<file path="config.mk">
export PLATFORM = sky130hd
export DESIGN_NAME = wheel_encoder_period_speed_core
export DESIGN_NICKNAME = d
export VERILOG_FILES = /design/src/rtl/wep_pkg.sv /design/src/rtl/wep_speed_unit.sv /design/src/rtl/wheel_encoder_period_speed_core.sv
export SDC_FILE = /design/constraint.sdc
export NUM_CORES = 2
export LEC_CHECK = 0
export BUFFER_PORTS_ARGS = -buffer_cell sky130_fd_sc_hd__buf_2
export CORE_ASPECT_RATIO = 0.6
export CORE_MARGIN = 2
export CORE_UTILIZATION = 43
export CTS_CLUSTER_DIAMETER = 40
export DETAILED_ROUTE_END_ITERATION = 8
export PLACE_DENSITY = 0.7
export SYNTH_ARGS = -nofsm -noshare
export SYNTH_HDL_FRONTEND = slang
export SYNTH_SLANG_ARGS = --single-unit
export TNS_END_PERCENT = 100
</file>
<file path="constraint.sdc">
create_clock -name clk -period 11.83 [get_ports clk]
set_input_delay 1.7745 -clock clk [delete_from_list [all_inputs] [get_ports clk]]
set_output_delay 1.7745 -clock clk [all_outputs]
set_load 0.005 [all_outputs]
</file>
<file path="src/rtl/wep_pkg.sv">
// Shared types and constants of the wheel encoder period and speed block.
// Used by wep_speed_unit and wheel_encoder_period_speed_core; no dependencies.
package wep_pkg;

  // Timestamp arithmetic wraps at this many bits.
  localparam int unsigned TIME_BITS = 32;

  localparam int unsigned DEB_W    = 16;
  localparam int unsigned MINW_W   = 16;
  localparam int unsigned MAXW_W   = 32;
  localparam int unsigned CIRC_W   = 20;
  localparam int unsigned PPR_W    = 11;
  localparam int unsigned PERIOD_W = 32;
  localparam int unsigned SPEED_W  = 16;
  localparam int unsigned CFG_IDX_W  = 3;
  localparam int unsigned CFG_DATA_W = 32;

  // circumference * 1000 fits in CIRC_W + 10 bits
  localparam int unsigned NUM_W = CIRC_W + 10;
  localparam int unsigned DEN_W = PERIOD_W + PPR_W;
  // Divisor register holds the denominator shifted up by the quotient width
  localparam int unsigned DIV_W = DEN_W + SPEED_W;
  localparam int unsigned CNT_W = $clog2(SPEED_W + 1);

  // Input transaction kinds
  localparam logic [1:0] KIND_LEFT      = 2'd0;
  localparam logic [1:0] KIND_RIGHT     = 2'd1;
  localparam logic [1:0] KIND_CLR_MEAS  = 2'd2;
  localparam logic [1:0] KIND_CLR_COUNT = 2'd3;

  // Configuration register indexes
  localparam logic [CFG_IDX_W-1:0] REG_DEBOUNCE = 3'd0;
  localparam logic [CFG_IDX_W-1:0] REG_MIN_W    = 3'd1;
  localparam logic [CFG_IDX_W-1:0] REG_MAX_W    = 3'd2;
  localparam logic [CFG_IDX_W-1:0] REG_CIRC     = 3'd3;
  localparam logic [CFG_IDX_W-1:0] REG_PPR      = 3'd4;

  // Reset values of the configuration registers
  localparam logic [DEB_W-1:0]  DEBOUNCE_RST = 16'd500;
  localparam logic [MINW_W-1:0] MIN_W_RST    = 16'd400;
  localparam logic [MAXW_W-1:0] MAX_W_RST    = 32'd10000000;
  localparam logic [CIRC_W-1:0] CIRC_RST     = 20'd331800;
  localparam logic [PPR_W-1:0]  PPR_RST      = 11'd20;

  typedef struct packed {
    logic [DEB_W-1:0]  debounce_us;
    logic [MINW_W-1:0] min_width_us;
    logic [MAXW_W-1:0] max_width_us;
    logic [CIRC_W-1:0] circumference_um;
    logic [PPR_W-1:0]  counts_per_turn;
  } cfg_t;

endpackage

</file>
<file path="src/rtl/wep_speed_unit.sv">
// Shared speed unit: one multiply to form period * counts_per_turn, then a
// restoring divider, one quotient bit per cycle. Depends on wep_pkg.
module wep_speed_unit
  import wep_pkg::*;
(
  input  logic                clk,
  input  logic                rst_n,
  input  logic                start,
  input  logic [PERIOD_W-1:0] period,
  input  cfg_t                cfg,
  output logic                done,
  output logic [SPEED_W-1:0]  speed
);

  localparam logic [CNT_W-1:0] SAT_STEP = CNT_W'(SPEED_W);

  logic                busy_r;
  logic [CNT_W-1:0]    cnt_r;
  logic [DIV_W-1:0]    d_r;
  logic [NUM_W-1:0]    rem_r;
  logic [SPEED_W-2:0]  q_r;
  logic                sat_r;
  logic                zero_r;

  logic [DEN_W-1:0]    den;
  logic [NUM_W-1:0]    num;
  logic                out_of_range;
  logic                ge;

  always_comb begin
    den = DEN_W'(period) * DEN_W'(cfg.counts_per_turn);
    num = NUM_W'(cfg.circumference_um) * NUM_W'(1000);
    out_of_range = (period < PERIOD_W'(cfg.min_width_us)) ||
                   (period > cfg.max_width_us) ||
                   (period == '0) || (cfg.counts_per_turn == '0);
    ge    = {(DIV_W - NUM_W)'(0), rem_r} >= d_r;
    done  = busy_r && (cnt_r == '0);
    if (zero_r) begin
      speed = '0;
    end else if (sat_r) begin
      speed = '1;
    end else begin
      speed = {q_r, ge};
    end
  end

  always_ff @(posedge clk) begin
    if (!rst_n) begin
      busy_r <= 1'b0;
      cnt_r  <= '0;
    end else if (start) begin
      busy_r <= 1'b1;
      cnt_r  <= SAT_STEP;
    end else if (busy_r) begin
      if (cnt_r == '0) begin
        busy_r <= 1'b0;
      end else begin
        cnt_r <= cnt_r - 1'b1;
      end
    end
  end

  always_ff @(posedge clk) begin
    if (start) begin
      d_r    <= {den, SPEED_W'(0)};
      rem_r  <= num;
      zero_r <= out_of_range;
      sat_r  <= 1'b0;
    end else if (busy_r) begin
      // first step only checks whether the quotient overflows the speed field
      if (cnt_r == SAT_STEP) begin
        sat_r <= ge;
      end else begin
        if (ge) begin
          rem_r <= rem_r - d_r[NUM_W-1:0];
        end
        q_r <= {q_r[SPEED_W-3:0], ge};
      end
      d_r <= d_r >> 1;
    end
  end

endmodule

</file>
<file path="src/rtl/wheel_encoder_period_speed_core.sv">
// Top level of the wheel encoder period and speed block: edge bookkeeping,
// configuration registers, sequencer and output register. Depends on wep_pkg
// and wep_speed_unit.

// Each input transaction updates the channel state in the cycle it is taken,
// then the two speeds are worked out one after the other in a single shared
// multiply-and-divide unit: a start state, a saturation check, then one divider
// step per quotient bit. A result goes to the output register once both speeds
// are done, and in_ready returns high together with out_valid, so no input is
// taken while the previous one is being worked out. A new input may then be
// taken while the previous result still waits on out_ready; if that result is
// still waiting when the next one is done, the sequencer holds, and in_ready
// with it. in_ready is low during reset. Configuration writes take effect at once
// and must only be issued while the block is idle.
module wheel_encoder_period_speed_core
  import wep_pkg::*;
(
  input  logic                  clk,
  input  logic                  rst_n,
  input  logic                  cfg_we,
  input  logic [CFG_IDX_W-1:0]  cfg_index,
  input  logic [CFG_DATA_W-1:0] cfg_wdata,
  input  logic                  in_valid,
  output logic                  in_ready,
  input  logic [1:0]            in_kind,
  input  logic [31:0]           in_timestamp_us,
  output logic                  out_valid,
  input  logic                  out_ready,
  output logic [PERIOD_W-1:0]   out_width_left,
  output logic [PERIOD_W-1:0]   out_width_right,
  output logic [31:0]           out_pulse_count,
  output logic [SPEED_W-1:0]    out_speed_left,
  output logic [SPEED_W-1:0]    out_speed_right,
  output logic                  out_accepted
);

  localparam logic [2:0] S_IDLE  = 3'd0;
  localparam logic [2:0] S_L_GO  = 3'd1;
  localparam logic [2:0] S_L_RUN = 3'd2;
  localparam logic [2:0] S_R_GO  = 3'd3;
  localparam logic [2:0] S_R_RUN = 3'd4;
  localparam logic [2:0] S_OUT   = 3'd5;

  localparam int unsigned EXT_W = TIME_BITS + PERIOD_W;

  cfg_t                  cfg_r;
  logic [2:0]            st_r, st_nxt;

  logic [TIME_BITS-1:0]  ref_l_r, ref_l_nxt, ref_r_r, ref_r_nxt;
  logic                  arm_l_r, arm_l_nxt, arm_r_r, arm_r_nxt;
  logic [PERIOD_W-1:0]   per_l_r, per_l_nxt, per_r_r, per_r_nxt;
  logic [31:0]           cnt_r, cnt_nxt;
  logic                  acc_r, acc_nxt;
  logic [SPEED_W-1:0]    spd_l_r, spd_r_r;

  logic                  out_valid_r;
  logic [PERIOD_W-1:0]   o_wl_r, o_wr_r;
  logic [31:0]           o_cnt_r;
  logic [SPEED_W-1:0]    o_sl_r, o_sr_r;
  logic                  o_acc_r;

  logic                  in_fire;
  logic                  load_out;
  logic [TIME_BITS-1:0]  t;
  logic [TIME_BITS-1:0]  ref_sel;
  logic [TIME_BITS-1:0]  diff;
  logic [EXT_W-1:0]      delta;
  logic                  deb_ok;
  logic [PERIOD_W-1:0]   per_new;

  logic                  su_start;
  logic [PERIOD_W-1:0]   su_period;
  logic                  su_done;
  logic [SPEED_W-1:0]    su_speed;

  assign in_ready  = rst_n && (st_r == S_IDLE);
  assign in_fire   = in_valid && in_ready;
  assign load_out  = (st_r == S_OUT) && (!out_valid_r || out_ready);
  assign out_valid = out_valid_r;
  assign out_width_left  = o_wl_r;
  assign out_width_right = o_wr_r;
  assign out_pulse_count = o_cnt_r;
  assign out_speed_left  = o_sl_r;
  assign out_speed_right = o_sr_r;
  assign out_accepted    = o_acc_r;

  // Configuration registers
  always_ff @(posedge clk) begin
    if (!rst_n) begin
      cfg_r.debounce_us      <= DEBOUNCE_RST;
      cfg_r.min_width_us     <= MIN_W_RST;
      cfg_r.max_width_us     <= MAX_W_RST;
      cfg_r.circumference_um <= CIRC_RST;
      cfg_r.counts_per_turn  <= PPR_RST;
    end else if (cfg_we) begin
      unique case (cfg_index)
        REG_DEBOUNCE: cfg_r.debounce_us      <= cfg_wdata[DEB_W-1:0];
        REG_MIN_W:    cfg_r.min_width_us     <= cfg_wdata[MINW_W-1:0];
        REG_MAX_W:    cfg_r.max_width_us     <= cfg_wdata[MAXW_W-1:0];
        REG_CIRC:     cfg_r.circumference_um <= cfg_wdata[CIRC_W-1:0];
        REG_PPR:      cfg_r.counts_per_turn  <= cfg_wdata[PPR_W-1:0];
        default: ;
      endcase
    end
  end

  // Edge bookkeeping; the difference wraps at TIME_BITS and saturates to the period width
  always_comb begin
    t       = TIME_BITS'(in_timestamp_us);
    ref_sel = (in_kind == KIND_LEFT) ? ref_l_r : ref_r_r;
    diff    = t - ref_sel;
    delta   = EXT_W'(diff);
    deb_ok  = delta >= EXT_W'(cfg_r.debounce_us);
    per_new = (delta > EXT_W'({PERIOD_W{1'b1}})) ? '1 : delta[PERIOD_W-1:0];

    ref_l_nxt = ref_l_r;
    ref_r_nxt = ref_r_r;
    arm_l_nxt = arm_l_r;
    arm_r_nxt = arm_r_r;
    per_l_nxt = per_l_r;
    per_r_nxt = per_r_r;
    cnt_nxt   = cnt_r;
    acc_nxt   = acc_r;

    if (in_fire) begin
      acc_nxt = 1'b0;
      unique case (in_kind)
        KIND_LEFT: begin
          if (!arm_l_r) begin
            arm_l_nxt = 1'b1;
            ref_l_nxt = t;
          end else if (deb_ok) begin
            per_l_nxt = per_new;
            ref_l_nxt = t;
            acc_nxt   = 1'b1;
          end
        end
        KIND_RIGHT: begin
          if (!arm_r_r) begin
            arm_r_nxt = 1'b1;
            ref_r_nxt = t;
          end else if (deb_ok) begin
            per_r_nxt = per_new;
            ref_r_nxt = t;
            cnt_nxt   = cnt_r + 32'd1;
            acc_nxt   = 1'b1;
          end
        end
        KIND_CLR_MEAS: begin
          per_l_nxt = '0;
          per_r_nxt = '0;
          ref_l_nxt = '0;
          ref_r_nxt = '0;
          arm_l_nxt = 1'b0;
          arm_r_nxt = 1'b0;
        end
        KIND_CLR_COUNT: begin
          cnt_nxt = '0;
        end
        default: ;
      endcase
    end
  end

  always_ff @(posedge clk) begin
    if (!rst_n) begin
      ref_l_r <= '0;
      ref_r_r <= '0;
      arm_l_r <= 1'b0;
      arm_r_r <= 1'b0;
      per_l_r <= '0;
      per_r_r <= '0;
      cnt_r   <= '0;
      acc_r   <= 1'b0;
    end else begin
      ref_l_r <= ref_l_nxt;
      ref_r_r <= ref_r_nxt;
      arm_l_r <= arm_l_nxt;
      arm_r_r <= arm_r_nxt;
      per_l_r <= per_l_nxt;
      per_r_r <= per_r_nxt;
      cnt_r   <= cnt_nxt;
      acc_r   <= acc_nxt;
    end
  end

  // Sequencer: left speed, then right speed, then hand over to the output register
  always_comb begin
    st_nxt = st_r;
    unique case (st_r)
      S_IDLE:  if (in_fire) st_nxt = S_L_GO;
      S_L_GO:  st_nxt = S_L_RUN;
      S_L_RUN: if (su_done) st_nxt = S_R_GO;
      S_R_GO:  st_nxt = S_R_RUN;
      S_R_RUN: if (su_done) st_nxt = S_OUT;
      S_OUT:   if (load_out) st_nxt = S_IDLE;
      default: st_nxt = S_IDLE;
    endcase
  end

  always_ff @(posedge clk) begin
    if (!rst_n) begin
      st_r <= S_IDLE;
    end else begin
      st_r <= st_nxt;
    end
  end

  assign su_start  = (st_r == S_L_GO) || (st_r == S_R_GO);
  assign su_period = (st_r == S_L_GO) ? per_l_r : per_r_r;

  wep_speed_unit u_speed (
    .clk    (clk),
    .rst_n  (rst_n),
    .start  (su_start),
    .period (su_period),
    .cfg    (cfg_r),
    .done   (su_done),
    .speed  (su_speed)
  );

  always_ff @(posedge clk) begin
    if (st_r == S_L_RUN && su_done) begin
      spd_l_r <= su_speed;
    end
    if (st_r == S_R_RUN && su_done) begin
      spd_r_r <= su_speed;
    end
  end

  // Output register: hold the result transaction until out_ready
  always_ff @(posedge clk) begin
    if (!rst_n) begin
      out_valid_r <= 1'b0;
    end else if (load_out) begin
      out_valid_r <= 1'b1;
    end else if (out_ready) begin
      out_valid_r <= 1'b0;
    end
  end

  always_ff @(posedge clk) begin
    if (load_out) begin
      o_wl_r  <= per_l_r;
      o_wr_r  <= per_r_r;
      o_cnt_r <= cnt_r;
      o_sl_r  <= spd_l_r;
      o_sr_r  <= spd_r_r;
      o_acc_r <= acc_r;
    end
  end

endmodule
</file>
# Word level (Yosys, flattened, before mapping)
# Cells that the tools add are included.
totals:
  ff_bits: 535
  latchBits: 0
  ramBits: 0
  mem_bits_ro: 0
  input_bits: 74
  mem_count: 0
op_classes:
  add_sub_neg: 4
  mul: 2
  div_mod_pow: 0
  order_cmp: 4
  n_eq_ne: 25
  shift: 0
  mux: 42
  bitwise_logic: 4
  reduce_logical: 44
ops:
  columns: ["op", "count"]
  rows:
  - ["$mux 32", 10]
  - ["$pmux 32 s2", 5]
  - ["$mux 30", 4]
  - ["$mux 59", 2]
  - ["$ge 30x59->1", 1]
  - ["$mul 32x11->43", 1]
  - ["$add 32x1->32 const B", 1]
  - ["$ge 32x16->1", 1]
  - ["$gt 32x32->1", 1]
  - ["$logic_not 32->1", 1]
  - ["$lt 32x16->1", 1]
  - ["$mux 16", 2]
  - ["$sub 32x32->32", 1]
  - ["$sub 30x30->30", 1]
  - ["$mul 20x7->27 const B", 1]
  - ["$ne 2x2->1 const B", 10]
  - ["$reduce_and 2->1", 10]
  - ["$pmux 3 s6", 1]
  - ["$reduce_and 4->1", 4]
  - ["$mux 5", 3]
  - ["$reduce_and 3->1", 5]
  - ["$eq 3x2->1 const B", 4]
  - ["$mux 3", 4]
  - ["$reduce_bool 2->1", 6]
  - ["other kinds (18)", 45]

# Depth between registers and ports, before layout
depth:
  depth_word: 7
  depth_mapped: 28
  depth_no_buf: 25

# Cells and area by module
# From an unflattened synthesis, not the netlist that was laid out.
unflattened:
  hier_cells: 4159
  hier_area_um2: 39669.3
by_module_without_submodules:
  columns: ["mod", "n_inst", "cells_each", "area_per_inst_um2", "seq_area_each_um2"]
  rows:
  - ["wep_speed_unit", 1, 2431, 21780.9, 3103.0]
  - ["wheel_encoder_period_speed_core", 1, 1728, 17888.4, 10079.7]

# Worst setup path before layout
# OpenSTA, ideal clock, no wires.
synth_path:
  path_kind: "input to register"
  startpoint: "input port out_ready"
  endpoint: "register o_acc_r (netlist: out_accepted) (enable)"
  setup_time_ns: 0.619
  arrival_time_ns: 7.175
  required_time_ns: 11.211
  setup_slack_ns: 4.036
  path_stages: 2
  n_path_buf: 0
  path_cell_list: "nor2b_1 -> nor2_1"
synth_between:
  elab_chain_cells: 2
synth_rtl:
  columns: ["element", "line_no", "rtl"]
  rows:
  - ["start: declaration", "wheel_encoder_period_speed_core.sv:28", "input logic out_ready,"]
  - ["$logic_or 1x1->1", "wheel_encoder_period_speed_core.sv:78", "assign load_out = (st_r == S_OUT) && (!out_valid_r || out_ready);"]
  - ["$logic_and 1x1->1", "wheel_encoder_period_speed_core.sv:78", null]
  - ["via load_out", "wheel_encoder_period_speed_core.sv:63", "logic load_out;"]
  - ["end signal: assignment", "wheel_encoder_period_speed_core.sv:249", "o_acc_r <= acc_r;"]
  - ["end: declaration", "wheel_encoder_period_speed_core.sv:60", "logic o_acc_r;"]
# The timed path passes the listed nets, and every way through them passes these cells.
# A chain may end at the register's enable or synchronous reset.

# Worst setup path in the final report
layout_path:
  startpoint: "register st_r[0]"
  endpoint: "register u_speed.d_r[58] (data pin)"
layout_between:
  elab_chain_cells: 4
layout_rtl:
  columns: ["element", "line_no", "rtl"]
  rows:
  - ["start: declaration", "wheel_encoder_period_speed_core.sv:47", "logic [2:0] st_r, st_nxt;"]
  - ["start signal: assignment", "wheel_encoder_period_speed_core.sv:205", "st_r <= st_nxt;"]
  - ["$eq 3x1->1", "wheel_encoder_period_speed_core.sv:209, wheel_encoder_period_speed_core.sv:210", null]
  - ["$mux 32", "wheel_encoder_period_speed_core.sv:210", "assign su_period = (st_r == S_L_GO) ? per_l_r : per_r_r;"]
  - ["$mul 32x11->43", "wep_speed_unit.sv:31", "den = DEN_W'(period) * DEN_W'(cfg.counts_per_turn);"]
  - ["$mux 59 *", "wep_speed_unit.sv:64", "if (start) begin"]
  - ["end signal: assignment", "wep_speed_unit.sv:65", "d_r <= {den, SPEED_W'(0)};"]
  - ["end signal: assignment", "wep_speed_unit.sv:79", "d_r <= d_r >> 1;"]
  - ["end: declaration", "wep_speed_unit.sv:19", "logic [DIV_W-1:0] d_r;"]
# Mark *: on every way between the ends. The rest lies on a longest branch, timed or not.

==> results by group <==
Drt
  • 1st-pass router iterations: 7
  • Drt first-iter violations: 2,849
  • DRC: 0
  • Routed WL: 107 mm
  • Via Count: 30.6k
  • Vias per cell: 5.53
  • WL/cell: 19.4 um
  • Routed Antenna Nets: 0

Die
  • Die height: 240 um
  • Die footprint: 0.0950 mm2
  • Core Rows: 86
  • Core ar.: 0.0917 mm2
  • Die width: 397 um
  • Starting Density: 43.4%
  • IO Count: 205

Critical path
  • Crit path largest cell delay: 0.91 ns
  • Worst path slowest cell: a2111oi_0
  • CP required: 12.30 ns
  • Worst path cell trace: nor3b_2, buf_4, mux2_2, and2_1, fa_1, fa_1, fa_1, fa_1, inv_1, fa_1, inv_1, ha_1, a21o_1, o311ai_0, a21oi_1, buf_4, a2111oi_0, o31a_1, nor3_1, nor3_1, a21oi_1, or3_1, a21oi_1
  • Buffers & Inverters on Critical Path: 4
  • Setup CP Type: flop to flop
  • Crit-path most repeated cell: fa_1
  • Worst-path maximum fanout: 32
  • CP endpoint kind: flop
  • CP top delay family: adder cells
  • Worst setup SP type: flop
  • Arr. time, crit path: 9.02 ns

STA
  • Setup violators final: 0
  • Skew final: 0.0374 ns
  • Max frequency: 117 MHz
  • Setup TNS: 0 ns
  • Relative slew slack: 21.7%
  • Hold Vio Cnt, Final: 0
  • Final max-slew violation count: 0
  • RSZ-0062 raised after global routing: no
  • Min Clock Period, post-route: 8.55 ns
  • Tcrit/Tclk final: 72.3%
  • Tightest Pin Transition: 1.18 ns

Synth
  • List of most frequent post-synthesis cells: nand2_1, inv_1, fa_1, dfxtp_1, ha_1
  • Synthesized netlist cell count: 4,121
  • Ys Warns: 0
  • Synthesized area: 0.0398 mm2
  • Top cells by area in the synthesized netlist: edfxtp_1, fa_1, dfxtp_1
  • Post-synth EDFFs: 247
  • Post-synth net total: 4,809
  • Register area share after synthesis: 33.2%
  • Synth Area in Adders: 25.8%
  • Synth Area in Simple Gates: 15.5%
  • Compound-Gate Fraction of Synth Area: 10.8%
  • Post-synth cell types: 90
  • Xor/xnor cell area share of the yosys netlist: 2.51%
  • Largest family of logic cells by synthesized area: adder cells
  • Async S/R FF share, synth: 0%
  • Post-synth top flop: dfxtp_1
  • Synth top area share: 18.7%
  • Top-count cell post-synth: nand2_1
  • Yosys top cell by area: edfxtp_1
  • Post-synthesis mux area share: 5.92%
  • Synth Area per Inst: 9.65 um2
  • Register bit total from synthesis: 535

Run status
  • Status: finished, final reports clean

Final layout
  • Post-route cell area: 0.0442 mm2
  • Share of layout cells above drive strength 1: 10.6%
  • Layout Nets: 4,919
  • Filler instances: 8,541
  • Synth-to-Final Area Change: 11.2%

Clock network
  • Root Driver: clkbuf_16
  • Clock Path Buffers: 3
  • H-tree levels: 3
  • TritonCTS Sinks: 535
  • Skew-Pair Late Insertion Delay: 0.66 ns
  • Clk slew on worst S/H paths: 0.06 ns
  • Post-CTS resize count: 0
  • CTS Buf Count: 71
  • Post CTS Setup Buffer Count: 0
  • Hold_buf cts: 0
  • CTS tree: yes

Global routing
  • First-pass GRT wire length: 169 mm
  • Vias in the first global route: 29.7k
  • Gr usage total: 22.6%
  • Initial antenna violation count: 2
  • Grt ovf: 0
  • Pin count of the biggest net entering global routing: 95

Placed design
  • I/O Buffers: 204
  • Placed Area: 0.0418 mm2
  • RD Place Congestion: 0.937
  • Post-DP HPWL: 80.0 mm

Pwr
  • Leakage: 18.8 nW
  • Max VDD drop: 0.110 mV
  • Power Dens Cells: 113 mW/mm2

Min path
  • HP Class: flop to flop

Job
  • Max Cap Viol: 0
-- layout make-up --
type	instances	area [um2]	share of cell area (%)
Timing Repair Buffer	245	1340	3.02
Sequential cell	535	13200	29.8
Inverter	435	1630	3.70
Clock buffer	88	1930	4.38
Tap cell	1232	1540	3.49
Multi-Input combinational cell	2943	24100	54.5
Clock inverter	43	452	1.02
Antenna cell	3	7.51	0.0170
-- cell usage in the layout, fill, tap and decap left out, types with 13 or more instances in the layout --
master and instances:
or3_1 26, mux2i_1 197, buf_2 203, nand2b_1 23, nand2_1 676, o31ai_1 17, a21oi_1 210, nor3_1 30
o21a_1 22, buf_4 41, o21bai_1 17, o211ai_1 50, a211oi_1 21, edfxtp_1 247, and2_1 152, dfxtp_1 287
and3_1 32, nand4_1 33, a21o_1 63, inv_1 433, nor4_1 22, fa_1 341, o22ai_1 13, xnor2_1 69
nor2b_1 22, o21ai_0 140, xor2_1 43, ha_1 272, mux2_2 34, nand3_1 96, nor2_1 157, clkbuf_16 74
-- per-stage QoR --
step	power [W]	cells	hold WS, ns	setup slack (ns)	util [%]
6_report	0.00500	5524	0.418	3.28	48.2
3_3_place_gp	0.00282	5390	0.400	3.18	45.6
2_1_floorplan	0.00260	4121	0.400	4.04	-
5_1_grt	0.00520	5523	0.427	2.76	48.2
3_5_place_dp	0.00283	5390	0.405	3.09	45.6
4_1_cts	0.00503	5521	0.419	3.32	48.2
-- registers in the layout (all words and copies together) (netlist names), 30 cells and up --
signal           cells
cfg_r               95
cnt_r               32
out_pulse_count     32
out_width_left      32
out_width_right     32
per_l_r             32
per_r_r             32
ref_l_r             32
ref_r_r             32
u_speed.d_r         59
u_speed.rem_r       30
-- cells by family (layout without fill, tap and decap cells) --
logic type      after synthesis  in the layout
fa+ha+maj                   614            614
buf+inv                     643            811
mux                         231            231
simple gates               1325           1325
xor+xnor                    113            113
flops                       535            535
other cells                   0              3
compound gates              660            660
-- layer usage --
| metal | GRT usage (%) | vias up | routed length, um |
|---|---|---|---|
| met5 | 0 | - | 0 |
| met4 | 4.67 | 0 | 1700 |
| met3 | 5.97 | 133 | 9820 |
| met2 | 32.0 | 1216 | 44600 |
| met1 | 34.2 | 15100 | 50900 |
| li1 | - | 14200 | - |
-- power breakdown --
part           internal [W]  total, W  switching [W]  leakage (nW)
sequential          0.00197   0.00200      0.0000313          4.73
clock               0.00128   0.00219       0.000909          1.15
combinational      0.000298  0.000813       0.000515          12.9
total               0.00354   0.00500        0.00145          18.8
-- final timing paths --
check                                 start             endpoint  slack (ns)  depth (start not counted)
worst max register to register      st_r[0]      u_speed.d_r[58]        3.28                         23
worst min register to register  spd_r_r[15]  out_speed_right[15]        0.42                          0
worst max-delay path                st_r[0]      u_speed.d_r[58]        3.28                         23
worst min-delay path            spd_r_r[15]  out_speed_right[15]        0.42                          0
-- worst register-to-register path, delay by kind of cell, from the launching register on --
| family | cells | cell delay (ns) |
|---|---|---|
| fa+ha+maj | 6 | 2.98 |
| compound gates | 7 | 2.31 |
| simple gates | 5 | 1.21 |
| buf+inv | 4 | 0.76 |
| flops | 1 | 0.56 |
| mux | 1 | 0.56 |
Power figures use the tool's default switching activity.
